===== src/rtl/core/rmtp_pkg.sv =====
`timescale 1ns / 1ps
// ----------------------------------------------------------------------------
// Range map text parser package
// Shared types, status codes and character helpers for the range map parser.
// ----------------------------------------------------------------------------
package rmtp_pkg;

	localparam int NUMBER_BITS_DEF = 64;
	localparam int RESULT_BITS     = 64;
	localparam int KEYWORD_LEN     = 5;

	// Keyword position codes beyond the five letter positions.
	localparam logic [2:0] KW_SKIP_SPACE = 3'd0;
	localparam logic [2:0] KW_SEPARATOR  = 3'd6;
	localparam logic [2:0] KW_ACCEPTED   = 3'd7;

	// Index of the last of the four fields in one record.
	localparam logic [1:0] FIELD_LAST = 2'd3;

	typedef enum logic [2:0] {
		ST_OK    = 3'd0,
		ST_LEX   = 3'd1,
		ST_STRAY = 3'd2,
		ST_DONE  = 3'd3
	} status_t;

	typedef logic [RESULT_BITS-1:0] num_t;

	// Letter expected at keyword positions one through five.
	function automatic logic [7:0] keyword_char(input logic [2:0] pos);
		logic [7:0] ch;
		unique case (pos)
			3'd1:    ch = 8'h67; // g
			3'd2:    ch = 8'h72; // r
			3'd3:    ch = 8'h6d; // m
			3'd4:    ch = 8'h61; // a
			3'd5:    ch = 8'h70; // p
			default: ch = 8'h00;
		endcase
		return ch;
	endfunction

	function automatic logic is_space(input logic [7:0] c);
		return (c == 8'h20) || (c >= 8'h09 && c <= 8'h0d);
	endfunction

	function automatic logic is_digit(input logic [7:0] c);
		return c >= 8'h30 && c <= 8'h39;
	endfunction

	function automatic logic is_alpha(input logic [7:0] c);
		return (c >= 8'h61 && c <= 8'h7a) || (c >= 8'h41 && c <= 8'h5a);
	endfunction

	function automatic logic is_alnum(input logic [7:0] c);
		return is_digit(c) || is_alpha(c);
	endfunction

	function automatic logic [7:0] to_lower(input logic [7:0] c);
		return (c >= 8'h41 && c <= 8'h5a) ? c + 8'h20 : c;
	endfunction

	// Bit 4 set means the character is not a hex digit.
	function automatic logic [4:0] hex_value(input logic [7:0] c);
		logic [4:0] d;
		if (is_digit(c)) begin
			d = 5'(c - 8'h30);
		end else if (c >= 8'h61 && c <= 8'h66) begin
			d = 5'(c - 8'h61 + 8'd10);
		end else if (c >= 8'h41 && c <= 8'h46) begin
			d = 5'(c - 8'h41 + 8'd10);
		end else begin
			d = 5'h10;
		end
		return d;
	endfunction

endpackage


===== src/rtl/core/rmtp_item_if.sv =====
`timescale 1ns / 1ps
// ----------------------------------------------------------------------------
// Range map parser input channel
// Valid/ready channel carrying one character or an end-of-input marker.
// ----------------------------------------------------------------------------
interface rmtp_item_if;
	logic       valid;
	logic       ready;
	logic       kind;
	logic [7:0] byte_req;

	modport source (output valid, output kind, output byte_req, input ready);
	modport sink   (input valid, input kind, input byte_req, output ready);
endinterface


===== src/rtl/core/rmtp_result_if.sv =====
`timescale 1ns / 1ps
// ----------------------------------------------------------------------------
// Range map parser result channel
// Valid/ready channel carrying the status and an optional range record.
// ----------------------------------------------------------------------------
interface rmtp_result_if;
	logic               valid;
	logic               ready;
	logic [2:0]         status;
	logic               range_valid;
	logic [63:0]        source_db;
	logic signed [63:0] source_serial;
	logic signed [63:0] dest_db;
	logic signed [63:0] dest_serial;
	logic signed [63:0] range_count;

	modport source (output valid, output status, output range_valid, output source_db,
		output source_serial, output dest_db, output dest_serial, output range_count,
		input ready);
	modport sink (input valid, input status, input range_valid, input source_db,
		input source_serial, input dest_db, input dest_serial, input range_count,
		output ready);
endinterface


===== src/rtl/core/range_map_text_parser_unit.sv =====
`timescale 1ns / 1ps
// ----------------------------------------------------------------------------
// Range map text parser unit
// Streams characters of a "grmap { db { a-b: c +d ... } }" text and emits one
// result beat per input beat, carrying a status and any completed range.
// ----------------------------------------------------------------------------
// Each input beat is one character (kind 0) or an end-of-input marker (kind 1)
// and produces exactly one result beat, registered in the cycle after it is accepted. The
// unit sustains one beat per cycle: all decoding, the hex shift-add and the
// record arithmetic (one 64-bit add and one subtract) sit between the parser
// state registers and the result register, and a new beat is taken whenever
// the result register is empty or is being drained in the same cycle. The
// text must start with the case-insensitive keyword grmap, optionally after
// white space, followed by a character that is not a letter or digit. Numbers
// are hexadecimal and are NUMBER_BITS wide (wrapping); a number outside a
// block becomes the database id of the next block, and inside a block every
// four numbers form a record a-b: c +d or a-b: c -d. A completed record is
// reported on the beat of the character that ends its last number, with the
// destination serial a+d (or a-d) and the count b-a, both wrapping at 64 bits.
// Any nonzero status (lexical error, stray closing brace, done) is sticky:
// every later beat repeats it with no range until reset.
// ----------------------------------------------------------------------------
module range_map_text_parser_unit
	import rmtp_pkg::*;
#(
	parameter int NUMBER_BITS = NUMBER_BITS_DEF
) (
	input  logic          clk,
	input  logic          arst_n,
	rmtp_item_if.sink     item,
	rmtp_result_if.source result
);

	// Parser state.
	logic [2:0]             keyword_pos_q;
	logic                   in_number_q;
	logic [NUMBER_BITS-1:0] accum_q;
	logic                   negative_q;
	logic                   in_map_q;
	logic                   in_block_q;
	logic [1:0]             field_index_q;
	num_t                   block_db_q;
	num_t                   record_nums_q [3];
	status_t                final_status_q;

	// Next-state values.
	logic [2:0]             keyword_pos_d;
	logic                   in_number_d;
	logic [NUMBER_BITS-1:0] accum_d;
	logic                   negative_d;
	logic                   in_map_d;
	logic                   in_block_d;
	logic [1:0]             field_index_d;
	num_t                   block_db_d;
	num_t                   record_nums_d [3];

	// Result of the current beat.
	status_t status_d;
	logic    range_valid_d;
	num_t    source_db_d;
	num_t    source_serial_d;
	num_t    dest_db_d;
	num_t    dest_serial_d;
	num_t    range_count_d;

	// Result register.
	logic    result_valid_q;
	status_t status_q;
	logic    range_valid_q;
	num_t    source_db_q;
	num_t    source_serial_q;
	num_t    dest_db_q;
	num_t    dest_serial_q;
	num_t    range_count_q;

	logic item_fire;

	// The result register frees up in the same cycle it is drained.
	assign item.ready = !result_valid_q || result.ready;
	assign item_fire  = item.valid && item.ready;

	always_comb begin
		logic [7:0] c;
		logic [4:0] d;
		logic       more;
		logic [2:0] kp;
		num_t       v;

		c    = item.byte_req;
		d    = hex_value(c);
		more = 1'b1;
		kp   = keyword_pos_q;
		v    = '0;

		keyword_pos_d = keyword_pos_q;
		in_number_d   = in_number_q;
		accum_d       = accum_q;
		negative_d    = negative_q;
		in_map_d      = in_map_q;
		in_block_d    = in_block_q;
		field_index_d = field_index_q;
		block_db_d    = block_db_q;
		record_nums_d = record_nums_q;

		status_d        = ST_OK;
		range_valid_d   = 1'b0;
		source_db_d     = '0;
		source_serial_d = '0;
		dest_db_d       = '0;
		dest_serial_d   = '0;
		range_count_d   = '0;

		if (final_status_q != ST_OK) begin
			status_d = final_status_q;
		end else if (item.kind) begin
			// End of input leaves the state alone; it is only an error inside the map.
			status_d = in_map_q ? ST_LEX : ST_OK;
		end else if (c[7]) begin
			status_d = ST_LEX;
		end else begin
			if (in_number_q) begin
				if (is_alnum(c)) begin
					more = 1'b0;
					if (d[4]) begin
						status_d = ST_LEX;
					end else begin
						accum_d = {accum_q[NUMBER_BITS-5:0], d[3:0]};
					end
				end else begin
					// The number ends here; it may complete a record.
					v = RESULT_BITS'(accum_q);
					if (in_block_q) begin
						if (negative_q) begin
							v = '0 - v;
						end
						if (field_index_q == FIELD_LAST) begin
							range_valid_d   = 1'b1;
							source_db_d     = block_db_q;
							source_serial_d = record_nums_q[0];
							dest_db_d       = record_nums_q[2];
							dest_serial_d   = record_nums_q[0] + v;
							range_count_d   = record_nums_q[1] - record_nums_q[0];
							field_index_d   = '0;
						end else begin
							record_nums_d[field_index_q] = v;
							field_index_d = field_index_q + 2'd1;
						end
					end else begin
						block_db_d    = v;
						field_index_d = '0;
					end
					negative_d  = 1'b0;
					accum_d     = '0;
					in_number_d = 1'b0;
				end
			end

			if (more && keyword_pos_q != KW_ACCEPTED) begin
				if (keyword_pos_q == KW_SEPARATOR) begin
					if (is_alnum(c)) begin
						status_d = ST_LEX;
						more     = 1'b0;
					end else begin
						keyword_pos_d = KW_ACCEPTED;
					end
				end else begin
					more = 1'b0;
					if (!(keyword_pos_q == KW_SKIP_SPACE && is_space(c))) begin
						if (keyword_pos_q == KW_SKIP_SPACE) begin
							kp = 3'd1;
						end
						if (to_lower(c) == keyword_char(kp)) begin
							keyword_pos_d = kp + 3'd1;
						end else begin
							keyword_pos_d = kp;
							status_d      = ST_LEX;
						end
					end
				end
			end

			if (more && !is_space(c)) begin
				if (is_alnum(c)) begin
					if (d[4]) begin
						status_d = ST_LEX;
					end else begin
						accum_d     = NUMBER_BITS'(d[3:0]);
						in_number_d = 1'b1;
					end
				end else begin
					unique case (c)
						8'h3a: begin // ':'
							if (field_index_d != 2'd2) begin
								status_d = ST_LEX;
							end
						end
						8'h2d: begin // '-'
							if (field_index_d == FIELD_LAST) begin
								negative_d = 1'b1;
							end else if (field_index_d != 2'd1) begin
								status_d = ST_LEX;
							end
						end
						8'h2b: begin // '+'
							if (field_index_d != FIELD_LAST) begin
								status_d = ST_LEX;
							end
						end
						8'h7b: begin // '{'
							if (!in_map_q) begin
								in_map_d = 1'b1;
							end else if (in_block_q || field_index_d != 2'd0) begin
								status_d = ST_LEX;
							end else begin
								in_block_d = 1'b1;
							end
						end
						8'h7d: begin // '}'
							if (in_block_q) begin
								if (field_index_d != 2'd0) begin
									status_d = ST_LEX;
								end else begin
									in_block_d = 1'b0;
								end
							end else if (!in_map_q) begin
								status_d = ST_STRAY;
							end else begin
								in_map_d = 1'b0;
								status_d = ST_DONE;
							end
						end
						default: begin
							status_d = ST_LEX;
						end
					endcase
				end
			end
		end
	end

	// Parser state advances once per accepted beat. Once the status is sticky
	// the rest of the state no longer matters.
	always_ff @(posedge clk or negedge arst_n) begin
		if (!arst_n) begin
			keyword_pos_q  <= KW_SKIP_SPACE;
			in_number_q    <= 1'b0;
			accum_q        <= '0;
			negative_q     <= 1'b0;
			in_map_q       <= 1'b0;
			in_block_q     <= 1'b0;
			field_index_q  <= '0;
			block_db_q     <= '0;
			record_nums_q  <= '{default: '0};
			final_status_q <= ST_OK;
		end else if (item_fire) begin
			keyword_pos_q  <= keyword_pos_d;
			in_number_q    <= in_number_d;
			accum_q        <= accum_d;
			negative_q     <= negative_d;
			in_map_q       <= in_map_d;
			in_block_q     <= in_block_d;
			field_index_q  <= field_index_d;
			block_db_q     <= block_db_d;
			record_nums_q  <= record_nums_d;
			final_status_q <= status_d;
		end
	end

	always_ff @(posedge clk or negedge arst_n) begin
		if (!arst_n) begin
			result_valid_q <= 1'b0;
		end else if (item_fire) begin
			result_valid_q <= 1'b1;
		end else if (result.ready) begin
			result_valid_q <= 1'b0;
		end
	end

	always_ff @(posedge clk) begin
		if (item_fire) begin
			status_q        <= status_d;
			range_valid_q   <= range_valid_d;
			source_db_q     <= source_db_d;
			source_serial_q <= source_serial_d;
			dest_db_q       <= dest_db_d;
			dest_serial_q   <= dest_serial_d;
			range_count_q   <= range_count_d;
		end
	end

	assign result.valid         = result_valid_q;
	assign result.status        = status_q;
	assign result.range_valid   = range_valid_q;
	assign result.source_db     = source_db_q;
	assign result.source_serial = $signed(source_serial_q);
	assign result.dest_db       = $signed(dest_db_q);
	assign result.dest_serial   = $signed(dest_serial_q);
	assign result.range_count   = $signed(range_count_q);

endmodule


===== src/flat_wrapper.sv =====
// flat-port wrapper written by rule: the top's interface ports become plain ports
module range_map_text_parser_unit_flat import rmtp_pkg::*;
#(
	parameter int NUMBER_BITS = NUMBER_BITS_DEF
)
  (clk, arst_n, item_valid, item_kind, item_byte_req, item_ready, result_valid, result_status, result_range_valid, result_source_db, result_source_serial, result_dest_db, result_dest_serial, result_range_count, result_ready);
  rmtp_item_if item_i ();
  rmtp_result_if result_i ();
  input  logic clk;
  input  logic arst_n;
  input wire logic [$bits(item_i.valid)-1:0] item_valid;
  input wire logic [$bits(item_i.kind)-1:0] item_kind;
  input wire logic [$bits(item_i.byte_req)-1:0] item_byte_req;
  output wire logic [$bits(item_i.ready)-1:0] item_ready;
  output wire logic [$bits(result_i.valid)-1:0] result_valid;
  output wire logic [$bits(result_i.status)-1:0] result_status;
  output wire logic [$bits(result_i.range_valid)-1:0] result_range_valid;
  output wire logic [$bits(result_i.source_db)-1:0] result_source_db;
  output wire logic [$bits(result_i.source_serial)-1:0] result_source_serial;
  output wire logic [$bits(result_i.dest_db)-1:0] result_dest_db;
  output wire logic [$bits(result_i.dest_serial)-1:0] result_dest_serial;
  output wire logic [$bits(result_i.range_count)-1:0] result_range_count;
  input wire logic [$bits(result_i.ready)-1:0] result_ready;
  assign item_i.valid = item_valid;
  assign item_i.kind = item_kind;
  assign item_i.byte_req = item_byte_req;
  assign item_ready = item_i.ready;
  assign result_valid = result_i.valid;
  assign result_status = result_i.status;
  assign result_range_valid = result_i.range_valid;
  assign result_source_db = result_i.source_db;
  assign result_source_serial = result_i.source_serial;
  assign result_dest_db = result_i.dest_db;
  assign result_dest_serial = result_i.dest_serial;
  assign result_range_count = result_i.range_count;
  assign result_i.ready = result_ready;
  range_map_text_parser_unit #(.NUMBER_BITS(NUMBER_BITS)) u_core (.clk(clk), .arst_n(arst_n), .item(item_i), .result(result_i));
endmodule

===== config.mk =====
export PLATFORM = sky130hd
export DESIGN_NAME = range_map_text_parser_unit_flat
export DESIGN_NICKNAME = d
export VERILOG_FILES = /design/src/rtl/core/rmtp_pkg.sv /design/src/rtl/core/rmtp_item_if.sv /design/src/rtl/core/rmtp_result_if.sv /design/src/rtl/core/range_map_text_parser_unit.sv /design/src/flat_wrapper.sv
export SDC_FILE = /design/constraint.sdc
export NUM_CORES = 1
export LEC_CHECK = 0
export BUFFER_PORTS_ARGS = -buffer_cell sky130_fd_sc_hd__buf_2
export CORE_MARGIN = 2
export CORE_UTILIZATION = 60
export DETAILED_ROUTE_END_ITERATION = 7
export PLACE_DENSITY = 0.88
export SLEW_MARGIN = 40
export SYNTH_ARGS = -nofsm -noshare
export SYNTH_HDL_FRONTEND = slang
export SYNTH_SLANG_ARGS = --single-unit

===== constraint.sdc =====
create_clock -name clk -period 15.6 [get_ports clk]
set_input_delay 1.56 -clock clk [delete_from_list [all_inputs] [get_ports clk]]
set_output_delay 1.56 -clock clk [all_outputs]
set_load 0.02 [all_outputs]

==> results_tabular.tex <==
\begin{tabular}{lr}
\hline
Metric & Value \\
\hline
\multicolumn{2}{l}{\textbf{Logic synthesis}} \\
\quad Area of the mapped netlist & between 30000 and 40000 µm² \\
\quad Asr flop ratio synth & 0.5068 \\
\quad Share of the synthesized area in the top cell type & 0.2934 \\
\quad Leading area contributor after synthesis & edfxtp\_1 \\
\quad Mean post-synth cell area & about 11 µm² \\
\quad Most numerous cell in the Yosys netlist & dfrtp\_1 \\
\quad Synthesized net count & $\sim$3300 \\
\quad Cell count after synthesis & roughly 3100 \\
\quad Number of flops mapped to enable cells by yosys & 324 \\
\quad Commonest cells in the synthesized netlist & 333 x dfrtp\_1, 330 x nor2\_1, 324 x edfxtp\_1, 253 x nand2\_1, 246 x o21ai\_0 \\
\quad Synthesis-stage register bit count & 657 \\
\quad Biggest area contributors in the synthesized netlist & edfxtp\_1 29\%, dfrtp\_1 25\%, ha\_1 5.3\%, nor2\_1 3.7\%, o21ai\_0 3.7\% \\
\quad Leading register cell type out of synthesis & dfrtp\_1 \\
\quad Number of warning messages in the yosys log & 0 \\
\quad Fraction of the yosys area taken by sequential cells & 0.5446 \\
\quad Unique masters post-synth & 77 \\
\multicolumn{2}{l}{\textbf{Place}} \\
\quad Final weighted congestion in routability-driven placement & a little over 0.9 \\
\quad HPWL after detailed placement & 63.22 mm \\
\quad Port buffer count & 338 \\
\multicolumn{2}{l}{\textbf{Die}} \\
\quad Num rows & 86 \\
\quad Number of placed I/O pins & 339 \\
\quad Area of the placeable core & 54880 µm² \\
\quad Effective utilization at floorplan & 0.6044 \\
\quad Horiz. Die Dim & 239.1 µm \\
\quad Floorplan die area & 57170 µm² \\
\quad Vert. Die Dim & about 240 µm \\
\multicolumn{2}{l}{\textbf{Timing}} \\
\quad Worst-margin pin slew & approximately 0.83 ns \\
\quad Portion of the clock cycle consumed by the worst path in the final layout & 0.4278 \\
\quad Final slew viol count & 0 \\
\quad Clk\_skew & 0.02323 ns \\
\quad Total setup violations reported at the end of the flow & 0 \\
\quad Min Hold Slack & approximately 0.43 ns \\
\quad Maximum frequency from static timing analysis & 149.8 MHz \\
\quad RSZ-0062 raised after global routing & false \\
\quad Fin. Hold Viols & 0 \\
\quad Tmin final & 6.674 ns \\
\quad Sum of negative setup slack & 0 ns \\
\quad Slew HR & 0.4460 \\
\multicolumn{2}{l}{\textbf{Routing}} \\
\quad Vias & between 20000 and 30000 \\
\quad Vias/cell & between 6 and 7 \\
\quad Routed len/inst & roughly 21 µm \\
\quad Remaining DRCs & 0 \\
\quad Violation count after the first detailed-routing iteration & roughly 2700 \\
\quad Antenna viol nets, final & 0 \\
\quad Length of the first detailed-routing pass in iterations & 5 \\
\quad Total Routed Length & $\sim$89 mm \\
\multicolumn{2}{l}{\textbf{Clock network}} \\
\quad Clock edge transition at the registers on the reported setup and hold paths & 0.07 ns \\
\quad Master cell of the clock root buffer & clkbuf\_16 \\
\quad Clock latency on the worst-skew pair & $\sim$0.6 ns \\
\quad Clock sink total & about 660 \\
\quad Number of H-tree levels & 3 \\
\quad Num CTS Buffers & 69 \\
\quad Setup bufs post-CTS & 0 \\
\quad Cts hold-fix bufs & 0 \\
\quad CTS-repair resized insts & 0 \\
\quad TritonCTS clock tree & yes \\
\quad Buffers from clock root to sink, at most & 3 \\
\multicolumn{2}{l}{\textbf{Critical path}} \\
\quad Capturing element type of the critical path & flip-flop \\
\quad Worst reg-to-reg path cell count & 22 \\
\quad Startpoint kind of the worst setup timing path & flip-flop \\
\quad Biggest fanout along the worst timing path & 7 \\
\quad Crit path required time & 15.93 ns \\
\quad Reg2Reg Setup Slack & 8.93 ns \\
\quad Capture point of the worst reg-to-reg path & u\_core.result.dest\_serial[57] \\
\quad Endpoint arrival time on the critical path & 7.00 ns \\
\quad Critical path start-end classification & flip-flop to flip-flop \\
\quad Origin of the critical flop-to-flop path & u\_core.accum\_q[28] \\
\multicolumn{2}{l}{\textbf{Worst hold path}} \\
\quad Hold Path Sink & u\_core.final\_status\_q[2] \\
\quad Hold depth & 0 \\
\quad HP Start & u\_core.final\_status\_q[2] \\
\quad Worst hold path type & flip-flop to flip-flop \\
\multicolumn{2}{l}{\textbf{Cells and area}} \\
\quad Layout Area Growth over Synthesis & 13.86\% \\
\quad Number of nets in the layout & 3572 \\
\quad Filler Cells Inserted & 4007 \\
\quad Finished Core Util & 0.6881 \\
\quad Layout cell share with drive strength beyond 1 & 0.1683 \\
\quad ANT cells & 0 \\
\multicolumn{2}{l}{\textbf{Outcome}} \\
\quad Result of the run & completed \\
\multicolumn{2}{l}{\textbf{Pwr}} \\
\quad Total leakage power & about 19 nW \\
\quad Post-layout power & $\sim$3.7 mW \\
\quad Worst vdd ir & between 0.00008 and 0.00009 V \\
\quad Pwr dens & 98.87 nW/µm² \\
\multicolumn{2}{l}{\textbf{Global routing}} \\
\quad Vias in the first global route & 24000 \\
\quad Total grt overflow & 0 \\
\quad Pin count of the biggest net entering global routing & 152 \\
\quad Overall fraction of global-route tracks in use & 0.3072 \\
\quad Antenna violations before repair & 1 \\
\quad First-pass GRT wire length & between 100 and 150 mm \\
\multicolumn{2}{l}{\textbf{Run}} \\
\quad Max Cap Violations & 0 \\
\hline
\end{tabular}
worst max path at each step:
stage	startpoint	to	cells after the start
floorplan	result_ready	u_core.block_db_q[10]	8
global placement	u_core.accum_q[29]	u_core.result.dest_serial[57]	22
global route	u_core.accum_q[28]	u_core.result.dest_serial[57]	22
detailed placement	u_core.accum_q[29]	u_core.result.dest_serial[57]	22
finish	u_core.accum_q[28]	u_core.result.dest_serial[57]	22
CTS	u_core.accum_q[28]	u_core.result.dest_serial[57]	22
power by group:
group | total [mW] | internal (mW) | switching [mW]
clock | 1.68 | 0.977 | 0.698
combinational | 0.181 | 0.0491 | 0.132
sequential | 1.88 | 1.86 | 0.0190
critical path, cell delays in order, from the launching register on:
cell	delay, ns
dfrtp_1	0.45
or4_4	0.55
or3_4	0.37
or4_4	0.44
or3_4	0.39
nor4_1	0.32
nand2_1	0.14
or2_2	0.29
o21ai_0	0.20
xor2_1	0.36
inv_1	0.09
ha_1	0.41
nand2_1	0.09
o221ai_1	0.15
nor4_1	0.31
nand3b_1	0.10
o21ai_0	0.40
o21ai_0	0.25
a31o_2	0.30
a21o_1	0.19
a311oi_1	0.32
xor2_1	0.19
nor2_1	0.05
cell type report:
| type | instances | area, µm² | share of cell area |
|---|---|---|---|
| Clock buffer | 86 | 1914 | 0.05070 |
| Clock inverter | 39 | 391.6 | 0.01037 |
| Inverter | 172 | 646.9 | 0.01713 |
| Multi-Input combinational cell | 2157 | 13890 | 0.3679 |
| Sequential cell | 657 | 18060 | 0.4784 |
| Tap cell | 704 | 880.8 | 0.02333 |
| Timing Repair Buffer | 360 | 1972 | 0.05222 |
metrics by stage:
step | instances | cell area (µm²) | setup WS, ns
after floorplan | 3147 | 33170 | 4.028
after global placement | 4045 | 35320 | 9.176
after detailed placement | 4047 | 35370 | 9.099
after CTS | 4172 | 37670 | 9.014
after global routing | 4175 | 37760 | 8.550
final | 4175 | 37760 | 8.926
cells by family after synthesis:
group,after synthesis,share of synthesized area
AO/OA/AOI/OAI,808,0.1535
XOR/XNOR,184,0.04882
adder cells (fa/ha/maj),142,0.05402
buffers and inverters,333,0.03799
flip-flops,657,0.5446
multiplexers,78,0.02645
AND/OR/NAND/NOR,945,0.1346
state kept, by name, summed over array words and instances (netlist names), 2 cells and up:
signal	count
u_core.accum_q	64
u_core.block_db_q	64
u_core.field_index_q	2
u_core.final_status_q	3
u_core.keyword_pos_q	3
u_core.record_nums_q	192
u_core.result.dest_db	64
u_core.result.dest_serial	64
u_core.result.range_count	64
u_core.result.source_db	64
u_core.result.source_serial	64
u_core.result.status	3
metal layers:
layer | track usage | share of wire | wire length, µm
met5 | 0 | 0 | 0
met4 | 0.1358 | 0.041 | 3643
met3 | 0.04723 | 0.078 | 6923
met2 | 0.4638 | 0.45 | 40030
met1 | 0.4432 | 0.43 | 38290
layout by cell type, fill, tap and decap left out, drive strengths merged, types with 87 or more instances in the layout:
cell,count
nand2,253
edfxtp,324
xor2,114
o21ai,246
nor2,330
a21oi,213
ha,140
buf,359
inv,175
dfrtp,333
clkbuf,87
and2,142
No activity file was read; power rests on OpenSTA's default activity.
